File: src/sv/petr_pkg.sv
package petr_pkg;

  localparam int TYPE_W         = 8;
  localparam int FIELD_W        = 16;
  localparam int CFG_W          = 48;
  localparam int CFG_IDX_W      = 3;
  localparam int CNT_W          = 3;
  localparam int HELD_RULES     = 4;
  localparam int RULE_W         = 17;
  localparam int AXIS_STAGES    = 5;
  localparam int TERM_W         = 61;
  localparam int SUM_W          = 63;
  localparam int CAP_SHIFT      = 60;
  localparam int ONE_SHIFT      = 24;
  localparam int OUT_TDATA_W    = 16;

  localparam int RULE_SLOTS_DEF = 4;
  localparam int COORD_BITS_DEF = 16;

  // Configuration register indexes
  localparam logic [CFG_IDX_W-1:0] REG_CENTER       = 3'd0;
  localparam logic [CFG_IDX_W-1:0] REG_WEIGHT       = 3'd1;
  localparam logic [CFG_IDX_W-1:0] REG_BOX          = 3'd2;
  localparam logic [CFG_IDX_W-1:0] REG_RULE_COUNT   = 3'd3;
  localparam logic [CFG_IDX_W-1:0] REG_RULES_FIRST  = 3'd4;
  localparam logic [CFG_IDX_W-1:0] REG_RULES_SECOND = 3'd5;

  typedef struct packed {
    logic              outside;
    logic [TYPE_W-1:0] dst;
    logic [TYPE_W-1:0] src;
  } rule_t;

endpackage

File: src/sv/petr_axis.sv
module petr_axis import petr_pkg::*; #(
  parameter int COORD_BITS = COORD_BITS_DEF
) (
  input  logic                   clk,
  input  logic [AXIS_STAGES-1:0] en,
  input  logic [COORD_BITS-1:0]  pos,
  input  logic [FIELD_W-1:0]     centre,
  input  logic [FIELD_W-1:0]     box,
  input  logic [FIELD_W-1:0]     weight,
  output logic [TERM_W-1:0]      term
);

  localparam int EXT    = (COORD_BITS > FIELD_W) ? COORD_BITS : FIELD_W;
  localparam int D_W    = EXT + 2;
  localparam int SQ_W   = 2 * EXT;
  localparam int PROD_W = SQ_W + FIELD_W;
  localparam int CMP_W  = (PROD_W > TERM_W) ? PROD_W : TERM_W;
  localparam logic [TERM_W-1:0] CAP = TERM_W'(1) << CAP_SHIFT;

  logic signed [D_W-1:0] d_a;
  logic signed [D_W-1:0] d_b;
  logic signed [D_W-1:0] d_b_next;
  logic signed [D_W-1:0] d_c;
  logic signed [D_W-1:0] d_neg;
  logic signed [D_W-1:0] len_d;
  logic signed [D_W:0]   len_s;
  logic signed [D_W:0]   two_a;
  logic signed [D_W:0]   two_b;
  logic [EXT-1:0]        mag;
  logic [EXT-1:0]        mag_next;
  logic [SQ_W-1:0]       sq;
  logic [CMP_W-1:0]      prod;

  assign len_d = D_W'(box);
  assign len_s = (D_W+1)'(box);

  // Minimum image: fold down when past half the box, then fold up
  assign two_a    = {d_a, 1'b0};
  assign d_b_next = (two_a > len_s) ? (d_a - len_d) : d_a;
  assign two_b    = {d_b, 1'b0};
  assign d_c      = (two_b < -len_s) ? (d_b + len_d) : d_b;
  assign d_neg    = -d_c;
  assign mag_next = d_c[D_W-1] ? d_neg[EXT-1:0] : d_c[EXT-1:0];
  assign prod     = CMP_W'(sq) * CMP_W'(weight);

  always_ff @(posedge clk) begin
    if (en[0]) begin
      d_a <= D_W'(pos) - D_W'(centre);
    end
    if (en[1]) begin
      d_b <= d_b_next;
    end
    if (en[2]) begin
      mag <= mag_next;
    end
    if (en[3]) begin
      sq <= SQ_W'(mag) * SQ_W'(mag);
    end
    if (en[4]) begin
      term <= (prod > CMP_W'(CAP)) ? CAP : prod[TERM_W-1:0];
    end
  end

endmodule

File: config.mk
export PLATFORM = sky130hd
export DESIGN_NAME = petr_axis
export DESIGN_NICKNAME = d
export VERILOG_FILES = /design/src/sv/petr_pkg.sv /design/src/sv/petr_axis.sv
export SDC_FILE = /design/constraint.sdc
export NUM_CORES = 2
export LEC_CHECK = 0
export BUFFER_PORTS_ARGS = -buffer_cell sky130_fd_sc_hd__buf_2
export CAP_MARGIN = 30
export CORE_MARGIN = 5
export CORE_UTILIZATION = 30
export DETAILED_ROUTE_END_ITERATION = 7
export PLACE_DENSITY_LB_ADDON = 0.2
export SKIP_LAST_GASP = 1
export SYNTH_ARGS = -nofsm -noshare
export SYNTH_HDL_FRONTEND = slang
export SYNTH_SLANG_ARGS = --single-unit
File: constraint.sdc
create_clock -name clk -period 7 [get_ports clk]
set_input_delay 0.7 -clock clk [delete_from_list [all_inputs] [get_ports clk]]
set_output_delay 0.7 -clock clk [all_outputs]
set_load 0.05 [all_outputs]
* Yosys cells after proc, flatten, opt, wreduce, memory -nomap -nowiden
Index checks and enable logic that the tools add are counted.
** Operators by class
- Add/subtract/negate cells :: 5
- Multiply operators :: 2
- Div/mod/pow operators :: 0
- $lt $le $gt $ge :: 3
- Equality and inequality tests :: 0
- Shift operators :: 0
- Muxes and demuxes :: 4
- Bitwise operators :: 0
- Reductions and logical operators :: 0
** Operators with widths (count)
- > comparator 48 x 61 -> 1 bit (second input constant) :: 1
- 2-to-1 mux 61 bit :: 1
- multiplier 32 x 16 -> 48 bit :: 1
- 2-to-1 mux 18 bit :: 2
- multiplier 16 x 16 -> 32 bit :: 1
- > comparator 19 x 17 -> 1 bit :: 1
- < comparator 19 bit :: 1
- negator 16 -> 19 bit :: 1
- adder 18 x 17 -> 18 bit :: 1
- subtractor 18 x 17 -> 18 bit :: 1
- subtractor 16 x 16 -> 17 bit :: 1
- 2-to-1 mux 16 bit :: 1
- negator 16 bit :: 1
** Storage, ports and cells
- Register bits :: 145
- Latch bits :: 0
- Bits in writable memories :: 0
- ROM bits :: 0
- Output and inout bits :: 61
- Word-level logic and storage cells :: 20
- Memories kept :: 0

* Longest topological paths before layout
- Depth in word-level cells :: 5
- Gate-level depth with buffers :: 27
- Depth with buffers taken out :: 26

* Least setup slack after synthesis
OpenSTA, ideal clock, no wires.
- Path kind :: input port to flip-flop
- Start :: input weight[7]
- End :: register term[46], data pin
- Library setup time :: 0.274 ns
- Arrival :: 6.622 ns
- Slack :: 0.104 ns
- Stages on the path :: 23
- Cell sequence :: clkbuf_1 -> nand2_1 -> fa_1 -> inv_1 -> fa_1 -> fa_1 -> fa_1 -> fa_1 -> inv_1 -> fa_1 -> inv_1 -> ha_1 -> a21o_1 -> a211o_1 -> a21oi_1 -> nor3_1 -> a2111oi_0 -> nor3_1 -> o21a_1 -> o21ai_1 -> a21o_1 -> o41ai_1 -> xor2_1
** On the way
- Word-level cells in the longest chain between the ends :: 2
** Ends and longest elaborated chain
- from (decl) :: line petr_axis.sv:9 : input logic [FIELD_W-1:0] weight,
- multiplier 32 x 16 -> 48 bit (*) :: line petr_axis.sv:44 : assign prod = CMP_W'(sq) * CMP_W'(weight);
- named net prod[46] :: line petr_axis.sv:32 : logic [CMP_W-1:0] prod;
- > comparator 48 x 61 -> 1 bit :: line petr_axis.sv:60 : term <= (prod > CMP_W'(CAP)) ? CAP : prod[TERM_W-1:0];
- to (signal assigned) :: line petr_axis.sv:60
- to (decl) :: line petr_axis.sv:10 : output logic [TERM_W-1:0] term
The timed path passes the listed nets; every way through them passes the cells marked *.
A chain may end at the register's enable or synchronous reset.

* Worst setup path after layout
- Start :: register sq[9]
- End :: register term[46], data pin
** On the way
- Word-level cells in the longest chain between the ends :: 2
** Ends and longest elaborated chain
- from (decl) :: line petr_axis.sv:31 : logic [SQ_W-1:0] sq;
- from (signal assigned) :: line petr_axis.sv:57 : sq <= SQ_W'(mag) * SQ_W'(mag);
- multiplier 32 x 16 -> 48 bit (*) :: line petr_axis.sv:44
- named net prod[46] :: line petr_axis.sv:32
- > comparator 48 x 61 -> 1 bit :: line petr_axis.sv:60
Marks and branches as above.

==> impl_metrics.ini <==
[timing]
fmax_mhz = 147
min_period_ns = 6.82
slew_viol_final = 0
hold_viol_final = 0
final.setup_skew_ns = 0.0143
report.final.setup_viol = 0
max_slew_margin_pct = 41.9
layout_worst_path_cycle_share_pct = 97.5
worstMarginPinSlew_ns = 0.871
setup-tns-final_ns = 0
rsz0062_at_grt = true

[floorplan]
die_ht_um = 329
fp.dieArea_um2 = 108000
placeableCoreArea_um2 = 101000
floorplan.rows = 117
initial_utilization_pct = 30.1
floorplan.die.width_um = 329
top_level_ports = 131

[critical_path]
crit_fanout = 8
crit-reg2reg-launch = sq[9]$_DFFE_PP_
setup.worst_path.end_class = flop
crit_type = flop to flop
crit-reg2reg-capture = term[46]$_DFFE_PP_
start_point_of_the_critical_path = sq[9]$_DFFE_PP_
cp-endpoint = term[46]$_DFFE_PP_
crit_arrival_ns = 7.07
critical-path-max-stage-delay_ns = 0.56
crit_path_frequent_cell = fa_1
crit_path_slowest_cell = fa_1
reg2reg_depth = 25
timing.reg2reg.setup_slack_ns = 0.18
cp.required_ns = 7.24
worstSetupStartpointType = flop

[global_route]
grt_pass1_wl_mm = 130
grt_max_degree = 49
vias_in_the_first_global_route = 23900
antenna_found_initial = 1
overflow = 0
grtUsageTotal_pct = 15.2

[routing]
final_antenna_violating_net_count = 0
drc_errors = 0
vias = 22500
vias_per_cell = 4.49
drtPass1Iterations = 6
detailedRoute.firstIterationViolations = 923
routed_wire_length_mm = 79.6
routed_wl_per_cell_um = 15.9

[cts]
htree_num_levels = 4
tritoncts = built
clock_sink_count = 130
clkSlewWorstSetupHoldPaths_ns = 0.07
cts.root.buffer_cell = clkbuf_16
cts_buffer_depth = 2
num_cts_buffers = 17
clkLatencyLatePin_ns = 0.51

[logic_synthesis]
synth.largest_area_cell = fa_1
library_cells_used_by_synthesis = 71
post_synth_main_area_contributors = fa_1, edfxtp_1, ha_1
yosys_most_used_dff = edfxtp_1
postSynthRegisterBits = 130
post_synth_edffs = 130
syn_avg_cell_area_um2 = 9.23
synth_top_area_share_pct = 37.4
syn_area_um2 = 30600
syn-instance-count = 3314
ys_async_sr_fraction_pct = 0
synth_seq_area_share_pct = 12.8
yosys_warnings = 0

[layout]
final_standard_cell_count_with_taps_included_and_fillers_excluded = 5014
area_delta_synth_final_pct = 16.8
num-nets-final = 4579
insertedDiodeCount = 0
most_common_cell_after_layout_fill_and_taps_aside = inv_1
most-common-layout-cells = inv_1, fa_1, nand2_1
share_of_final_layout_standard_cells_stronger_than_drive_strength_1_pct = 13.9

[placed_design]
io_buffers = 117
gp_congestion = 0.836
dp_hpwl_mm = 68.9
placed_cells_incl_taps = 4956

[run_status]
outcome = complete, no violations

[job]
count_of_maximum_capacitance_violations = 0

[hold_path]
worst_hold_startpoint = en[2]
worst_min_delay_path_category = input pin to flop
[logic make-up after synthesis]
logic type      after synthesis  synth area share (%)
fa+ha+maj                   876                  49.9
other cells                   1                0.0123
simple gates                954                  14.8
buf+inv                     873                  10.9
compound gates              317                  6.79
xor+xnor                    135                  3.87
mux                          28                 0.974
flops                       130                  12.8
[critical path, delay by kind of cell, from the launching register on]
kind | cells | cell delay [ns]
XOR/XNOR | 1 | 0.11
adder cells (fa/ha/maj) | 7 | 3.23
flip-flops | 1 | 0.36
AO/OA/AOI/OAI | 5 | 0.85
AND/OR/NAND/NOR | 6 | 1.23
buffers and inverters | 6 | 0.78
[what timing repair did]
action | in CTS | in global routing
pin swaps | 0 | 32
buffers inserted | 5 | 20
gates resized for setup | 5 | 54
setup endpoints to repair | 4 | 13
hold buffers | 0 | 0
cloned | 0 | 1
[how the worst min path moves through the flow]
stage	end	slack, ns	cells past startpoint
floorplan	sq[0]$_DFFE_PP_	0.49	0
global placement	d_b[16]$_DFFE_PP_	0.65	1
detailed placement	d_b[5]$_DFFE_PP_	0.65	1
CTS	mag[5]$_DFFE_PP_	0.59	1
global route	mag[14]$_DFFE_PP_	0.62	1
finish	mag[5]$_DFFE_PP_	0.64	1
[area by class of cell]
| class | count | area (um^2) |
|---|---|---|
| repair buffers | 407 | 3000 |
| clock buffers | 17 | 425 |
| flip-flops and latches | 130 | 3900 |
| multi-input cells | 2323 | 23600 |
| inverters | 754 | 2830 |
| fillers | 10600 | 65700 |
| clock inverters | 15 | 194 |
| well taps | 1368 | 1710 |
[per-stage QoR]
| step | cell area (um^2) | utilization, % | setup slack [ns] | hold WS, ns |
|---|---|---|---|---|
| 3_3_place_gp | 34600 | 34.1 | -0.454 | 0.652 |
| 3_5_place_dp | 34600 | 34.1 | -0.474 | 0.650 |
| 5_1_grt | 35700 | 35.2 | -0.0796 | 0.620 |
| 2_1_floorplan | 30600 | - | 0.104 | 0.491 |
| 6_report | 35700 | 35.2 | 0.176 | 0.637 |
| 4_1_cts | 35300 | 34.8 | 0.0370 | 0.595 |
[Yosys cell counts (all sizes together) (7+ instances only)]
cell	count
ha	305
xor2	40
inv	754
buf	14
and3	10
nand2	416
nor4	7
fa	571
a2111oi	7
o21ai	58
o21bai	8
mux2i	14
a211oi	13
edfxtp	130
a21o	37
xnor2	95
a21oi	100
nor3	42
o21a	29
a31oi	9
and2	256
mux2	14
nand2b	11
clkbuf	105
nor2	131
nor2b	27
nand3	27
o31ai	10
nand4	10
[state kept, by name (all words and copies together), names as in the netlist]
signal,cells
d_a,17
d_b,18
mag,16
sq,31
term,48
[metal layers]
metal  up-vias  share of wire, %  GRT usage [%]
li1      10800                 -              -
met1     11400                46           20.5
met2       280                50           26.7
met3        54               2.6           1.65
met4         0               1.4           3.09
met5         -                 0              0
Power is left out: the tool's default activity adds up to more than one toggle a clock period on the data nets, which glitch-free logic cannot reach.
