File: config.mk
export PLATFORM = sky130hd
export DESIGN_NAME = petr_rules
export DESIGN_NICKNAME = d
export VERILOG_FILES = /design/src/sv/petr_pkg.sv /design/src/sv/petr_rules.sv
export SDC_FILE = /design/constraint.sdc
export NUM_CORES = 1
export LEC_CHECK = 0
export ABC_AREA = 1
export BUFFER_PORTS_ARGS = -buffer_cell sky130_fd_sc_hd__clkbuf_2
export CORE_UTILIZATION = 59
export DETAILED_ROUTE_END_ITERATION = 7
export GPL_TIMING_DRIVEN = 0
export MAX_ROUTING_LAYER = met4
export PLACE_DENSITY = 0.95
export SYNTH_ARGS = -nofsm -noshare
export SYNTH_HDL_FRONTEND = slang
export SYNTH_SLANG_ARGS = --single-unit
File: constraint.sdc
create_clock -name clk -period 4.4 [get_ports clk]
set_input_delay 0.22 -clock clk [delete_from_list [all_inputs] [get_ports clk]]
set_output_delay 0.22 -clock clk [all_outputs]
set_load 0.005 [all_outputs]
File: src/sv/petr_pkg.sv
package petr_pkg;

  localparam int TYPE_W         = 8;
  localparam int FIELD_W        = 16;
  localparam int CFG_W          = 48;
  localparam int CFG_IDX_W      = 3;
  localparam int CNT_W          = 3;
  localparam int HELD_RULES     = 4;
  localparam int RULE_W         = 17;
  localparam int AXIS_STAGES    = 5;
  localparam int TERM_W         = 61;
  localparam int SUM_W          = 63;
  localparam int CAP_SHIFT      = 60;
  localparam int ONE_SHIFT      = 24;
  localparam int OUT_TDATA_W    = 16;

  localparam int RULE_SLOTS_DEF = 4;
  localparam int COORD_BITS_DEF = 16;

  // Configuration register indexes
  localparam logic [CFG_IDX_W-1:0] REG_CENTER       = 3'd0;
  localparam logic [CFG_IDX_W-1:0] REG_WEIGHT       = 3'd1;
  localparam logic [CFG_IDX_W-1:0] REG_BOX          = 3'd2;
  localparam logic [CFG_IDX_W-1:0] REG_RULE_COUNT   = 3'd3;
  localparam logic [CFG_IDX_W-1:0] REG_RULES_FIRST  = 3'd4;
  localparam logic [CFG_IDX_W-1:0] REG_RULES_SECOND = 3'd5;

  typedef struct packed {
    logic              outside;
    logic [TYPE_W-1:0] dst;
    logic [TYPE_W-1:0] src;
  } rule_t;

endpackage

File: src/sv/petr_rules.sv
module petr_rules import petr_pkg::*; #(
  parameter int RULE_SLOTS = RULE_SLOTS_DEF
) (
  input  logic                  clk,
  input  logic                  en_sum,
  input  logic                  en_out,
  input  logic [TERM_W-1:0]     term_x,
  input  logic [TERM_W-1:0]     term_y,
  input  logic [TERM_W-1:0]     term_z,
  input  logic [TYPE_W-1:0]     type_in,
  input  logic [CNT_W-1:0]      rule_count,
  input  rule_t [HELD_RULES-1:0] rules,
  output logic [TYPE_W-1:0]     new_type,
  output logic                  matched,
  output logic [CNT_W-1:0]      fire_count
);

  localparam int LIMIT = (RULE_SLOTS < HELD_RULES) ? RULE_SLOTS : HELD_RULES;
  localparam logic [SUM_W-1:0] ONE = SUM_W'(1) << ONE_SHIFT;

  logic [SUM_W-1:0]  sum;
  logic [TYPE_W-1:0] type_s;
  logic [CNT_W-1:0]  active;
  logic [TYPE_W-1:0] type_next;
  logic [CNT_W-1:0]  count_next;

  assign active = (rule_count > CNT_W'(LIMIT)) ? CNT_W'(LIMIT) : rule_count;

  // Match on the input type only; the last firing rule wins
  always_comb begin
    logic lt;
    logic gt;
    logic hit;
    lt         = sum < ONE;
    gt         = sum > ONE;
    type_next  = type_s;
    count_next = '0;
    for (int r = 0; r < HELD_RULES; r++) begin
      hit = rules[r].outside ? gt : lt;
      if ((CNT_W'(r) < active) && (rules[r].src == type_s) && hit) begin
        type_next  = rules[r].dst;
        count_next = count_next + CNT_W'(1);
      end
    end
  end

  always_ff @(posedge clk) begin
    if (en_sum) begin
      sum    <= SUM_W'(term_x) + SUM_W'(term_y) + SUM_W'(term_z);
      type_s <= type_in;
    end
    if (en_out) begin
      new_type   <= type_next;
      matched    <= (count_next != '0);
      fire_count <= count_next;
    end
  end

endmodule

; Word-level counts from Yosys, hierarchy flattened
; Cells that the tools add are included.
[word_totals]
ff_bits = 83
inputBits = 265
[classes]
muxes = 13
n_reduce_logical = 9
n_eq_ne = 4
magnitude_cmp = 7
n_addsub = 5
[ops]
columns = op, count
row1 = adder 62 x 61 -> 63 bit, 1
row2 = greater-than comparator 63 x 25 -> 1 bit (second input constant), 1
row3 = less-than comparator 63 x 25 -> 1 bit (second input constant), 1
row4 = adder 61 x 61 -> 62 bit, 1
row5 = == test 8 bit, 4
row6 = 2-to-1 mux 8 bit, 4
row7 = 2-to-1 mux 3 bit, 4
row8 = adder 3 x 1 -> 3 bit (second input constant), 3
row9 = logical AND 1 bit, 8
row10 = less-than comparator 1 x 3 -> 1 bit (first input constant), 2
row11 = less-than comparator 2 x 3 -> 1 bit (first input constant), 2
row12 = 2-to-1 mux 1 bit, 5
row13 = greater-than comparator 3 bit (second input constant), 1
row14 = nonzero test 3 bit, 1

; Depth between registers and ports, before layout
[logic_depth]
ltp_word = 13
ltp_mapped = 21
ltp_nobuf = 21

; Least setup slack after synthesis
; OpenSTA, ideal clock, no wires.
[synth_path]
kind = register to register
from = register sum[26]
to = register matched, data pin
setup_ns = 0.263
required_time_ns = 4.137
setup_slack_ns = 1.713
arrival_time_ns = 2.424
stages_incl_launch_ff = 16
path_cell_list = edfxtp_1 > nor2_1 > nand2_1 > nor2_2 > o21bai_2 > nand3_2 > nand2_2 > inv_1 > ha_1 > nand3_1 > nand2_1 > inv_1 > ha_1 > or2_1 > nand2_1 > nand3_1
[synth_between]
elab_chain_cells = 11
word_cells_on_any_way = 18
cone_classes = 3 x add/sub / 2 x order compare / 8 x mux / 5 x reduce/logical
[synth_lines]
columns = item, line_no
row1 = start: declaration, petr_rules.sv:21  ; logic [SUM_W-1:0] sum;
row2 = start signal: assignment, petr_rules.sv:49  ; sum <= SUM_W'(term_x) + SUM_W'(term_y) + SUM_W'(term_z);
row3 = less-than comparator 63 x 25 -> 1 bit / greater-than comparator 63 x 25 -> 1 bit (equally long branches), "petr_rules.sv:34, petr_rules.sv:35"
row4 = 2-to-1 mux 1 bit, petr_rules.sv:39  ; hit = rules[r].outside ? gt : lt;
row5 = logical AND 1 bit, petr_rules.sv:40  ; if ((CNT_W'(r) < active) && (rules[r].src == type_s) && hit) begin
row6 = 2-to-1 mux 1 bit, petr_rules.sv:40
row7 = adder 3 x 1 -> 3 bit, petr_rules.sv:42  ; count_next = count_next + CNT_W'(1);
row8 = 2-to-1 mux 3 bit, petr_rules.sv:40
row9 = adder 3 x 1 -> 3 bit, petr_rules.sv:42
row10 = 2-to-1 mux 3 bit, petr_rules.sv:40
row11 = adder 3 x 1 -> 3 bit, petr_rules.sv:42
row12 = 2-to-1 mux 3 bit (*), petr_rules.sv:40
row13 = nonzero test 3 bit (*), petr_rules.sv:54  ; matched <= (count_next != '0);
row14 = end signal: assignment, petr_rules.sv:54
row15 = end: declaration, petr_rules.sv:14  ; output logic matched,
; Mark *: on every way between the ends. The rest lies on a longest branch, timed or not.
; A chain may end at the register's enable or synchronous reset.

; Worst setup path in the final report
[layout_path]
from = register sum[14]
to = register matched, data pin
; The elaborated chain is that of the path after synthesis.

==> results.md <==
* Max cap viols at 0
* TritonCTS Buffers at 9
* Period utilisation layout at 0.760
* Number of port buffers at between 200 and 300
* Drt pass-1 iters at 8
* CTS max path bufs at 2
* Slew @ Worst Pin at 0.964 ns
* Routed vias at 10,600
* Clock slew seen by the registers of the worst setup and hold paths at 0.07 ns
* Minimum clock period at 3.34 ns
* RSZ-0062 raised after global routing: no
* Clock power share at 0.194
* Most numerous cell in the Yosys netlist: nand2_1
* Hold-fix buffers, CTS at 0
* Cell Rows at 47
* Final hold violation count at 0
* Sw power at ~1.7 mW
* Clock Root Buffer: clkbuf_16
* Synthesized cell area at around 10000 um^2
* Post-synth EDFFs at 83
* Lkg Pwr at 5.86 nW
* Clock Skew at 0.00988 ns
* WL final at 32,800 um
* Mean number of vias per cell at 5.64
* FF+latch count, synth at 83
* Area grow syn2layout at 19.6%
* Initial antenna violation count at 0
* Starting DRC count in detailed routing at between 900 and 1,000
* Largest net degree at the start of global routing at 72
* WL met1 at 12,600 um
* Worst vdd ir at 0.190 mV
* Fin nets at 2,051
* Syn Area/Cell at between 7 and 8 um^2
* Starting density of the core at 0.604
* Synth area leaders: edfxtp_1 (25%), fa_1 (12%), nand2_1 (12%), inv_1 (8.1%), ha_1 (7.9%)
* Sequential power share at 0.299
* Highest metal layer with signal wires: met4
* Fin area at 11,900 um^2
* Leading area contributor after synthesis: edfxtp_1
* Hold WC Path Type: in2reg
* Sequential-to-total area share from yosys stat at 0.250
* H-tree level count at 3
* Post-layout util at 0.722
* Gate power share at 0.507
* Worst setup EP type: flop
* Share of layout cells above drive strength 1 at 0.199
* Power Density at 335 nW/um^2
* # placed instances at 1,870
* Die area at 17,400 um^2
* Routed wl met3 at 3190 um
* GPL Wtd Cong at 1.05
* Global-route usage over all layers at 0.394
* Post-Synthesis Cells at roughly 1,400
* CP max FO at 10
* Ys async rst share at 0
* Post-route ant nets at 0
* DP Wirelength at 28,300 um
* Die H at 132 um
* Clock net sink count at just over 80
* Final worst slack at ~1.1 ns
* CTS tree: done
* Wirelength per Cell at between 15 and 20 um
* Dpl ws at 1.13 ns
* I/O pin count at 277
* Hold_ws at ~0.058 ns
* Met2 WL post-DR at 15,600 um
* Placed cell areas at 11,600 um^2
* Filler cells at approximately 1,400
* Clk Latency, worst-skew pair at 0.35 ns
* Pwr Total at 4.00 mW
* Netlist cell types at 48
* Slew HR at 0.357
* Worst EP arrival at 3.42 ns
* # DRC at 0
* Vias in the first global route at 10,600
* Cell-internal power at 2.28 mW
* Max Transition Viols Final at 0
* Sw Ratio at 0.429
* Setup-failing EPs final at 0
* Critical Path RT at roughly 4.5 ns
* Total negative slack at 0 ns
* Outcome: complete, no violations
* Placeable Area at approximately 17,000 um^2
* Post-cts resize count at 0
* Ant diodes at 0
* Syn nets at 1,764
* Fmax at about 0.30 GHz
* Post-synth top cells: nand2_1 (325), inv_1 (216), nor2_1 (199), a21oi_1 (86), edfxtp_1 (83)
* Top-area cell type share of the netlist area at 0.250
* Layout Cells excl Fill at 1,886
* Global-route wire length before repair at 51,200 um
* Yosys Warn Count at 0
* Most used DFF post-synth: edfxtp_1
* CP startpoint kind: flop
* CP Class: reg2reg
* Die W at 132 um
* Grt total ovfl at 0
* Post-CTS setup repair buffer count at 0
[metal layers]
layer | vias up | GRT usage
li1 | 5047 | -
met1 | 4830 | 0.468
met2 | 658 | 0.670
met3 | 99 | 0.0496
met4 | 0 | 0.177
met5 | - | -
[sequential cells by signal, indices dropped and copies added (netlist names)]
signal / cells
new_type: 8
matched: 1
sum: 63
fire_count: 3
type_s: 8
[cell families after synthesis]
family,synth area share
AO/OA/AOI/OAI,0.127
XOR/XNOR,0.0509
adder cells (fa/ha/maj),0.203
buffers and inverters,0.0858
flip-flops,0.250
AND/OR/NAND/NOR,0.283
[power groups by stage]
stage,clock [mW],combinational [mW],sequential [mW]
3_3_place_gp,0,1.92,1.20
5_1_grt,0.801,2.23,1.21
3_5_place_dp,0,1.96,1.21
6_report,0.776,2.03,1.20
2_1_floorplan,0,1.26,1.19
4_1_cts,0.774,1.97,1.20
[final timing paths]
| path | start | to | slack (ns) | depth (start not counted) |
|---|---|---|---|---|
| max | sum[14] | matched | 1.06 | 16 |
| min | type_in[5] | type_s[5] | 0.06 | 1 |
| max reg2reg | sum[14] | matched | 1.06 | 16 |
| min reg2reg | type_s[5] | new_type[5] | 1.00 | 6 |
[cell type report]
type,count,area [um^2],share of cell area
plain buffers,5,33.8,0.00283
clock inverters,7,75.1,0.00629
inverters,219,822,0.0689
clock buffers,9,225,0.0189
multi-input cells,1067,6630,0.555
flip-flops and latches,83,2490,0.209
well taps,220,275,0.0231
repair buffers,276,1380,0.116
[critical path, cell delays in order, from the launching register on]
cell and delay (ns):
edfxtp_1 0.38, nor2_1 0.12, nand2_1 0.08, nor2_1 0.25
nand2_1 0.12, o21bai_2 0.31, nand3_2 0.24, nand2_2 0.25
inv_1 0.07, ha_1 0.31, nand3_1 0.12, nand2_1 0.12
inv_1 0.05, ha_1 0.25, or2_1 0.22, nand2_1 0.10
nand3_1 0.10
[placed cells by master (no fill, tap or decap), types with 2 or more instances in the layout]
cell type / synthesis / final
nand2_1: 325 / 325
clkbuf_2: 1 / 276
inv_1: 216 / 216
nor2_1: 199 / 199
a21oi_1: 86 / 86
edfxtp_1: 83 / 83
nand3_1: 74 / 74
ha_1: 63 / 63
fa_1: 62 / 62
o21ai_0: 52 / 52
xor2_1: 41 / 41
nand4_1: 25 / 25
xnor2_1: 17 / 17
nor3_1: 16 / 16
o21bai_1: 14 / 14
a21o_1: 11 / 11
o21a_1: 10 / 10
o21ai_2: 9 / 9
clkbuf_16: 0 / 9
o21ai_1: 7 / 7
a31oi_1: 7 / 7
or2_2: 6 / 6
nor4_1: 5 / 5
a21boi_0: 5 / 5
o211ai_1: 4 / 4
nand3_2: 4 / 4
nand2_2: 3 / 3
nand3b_1: 3 / 3
buf_2: 2 / 2
inv_2: 2 / 2
nor2_2: 2 / 2
o21bai_2: 2 / 2
nand2_4: 2 / 2
clkinv_1: 1 / 2
clkinvlp_4: 0 / 2
inv_6: 0 / 2
(Power assumes the default switching activity.)
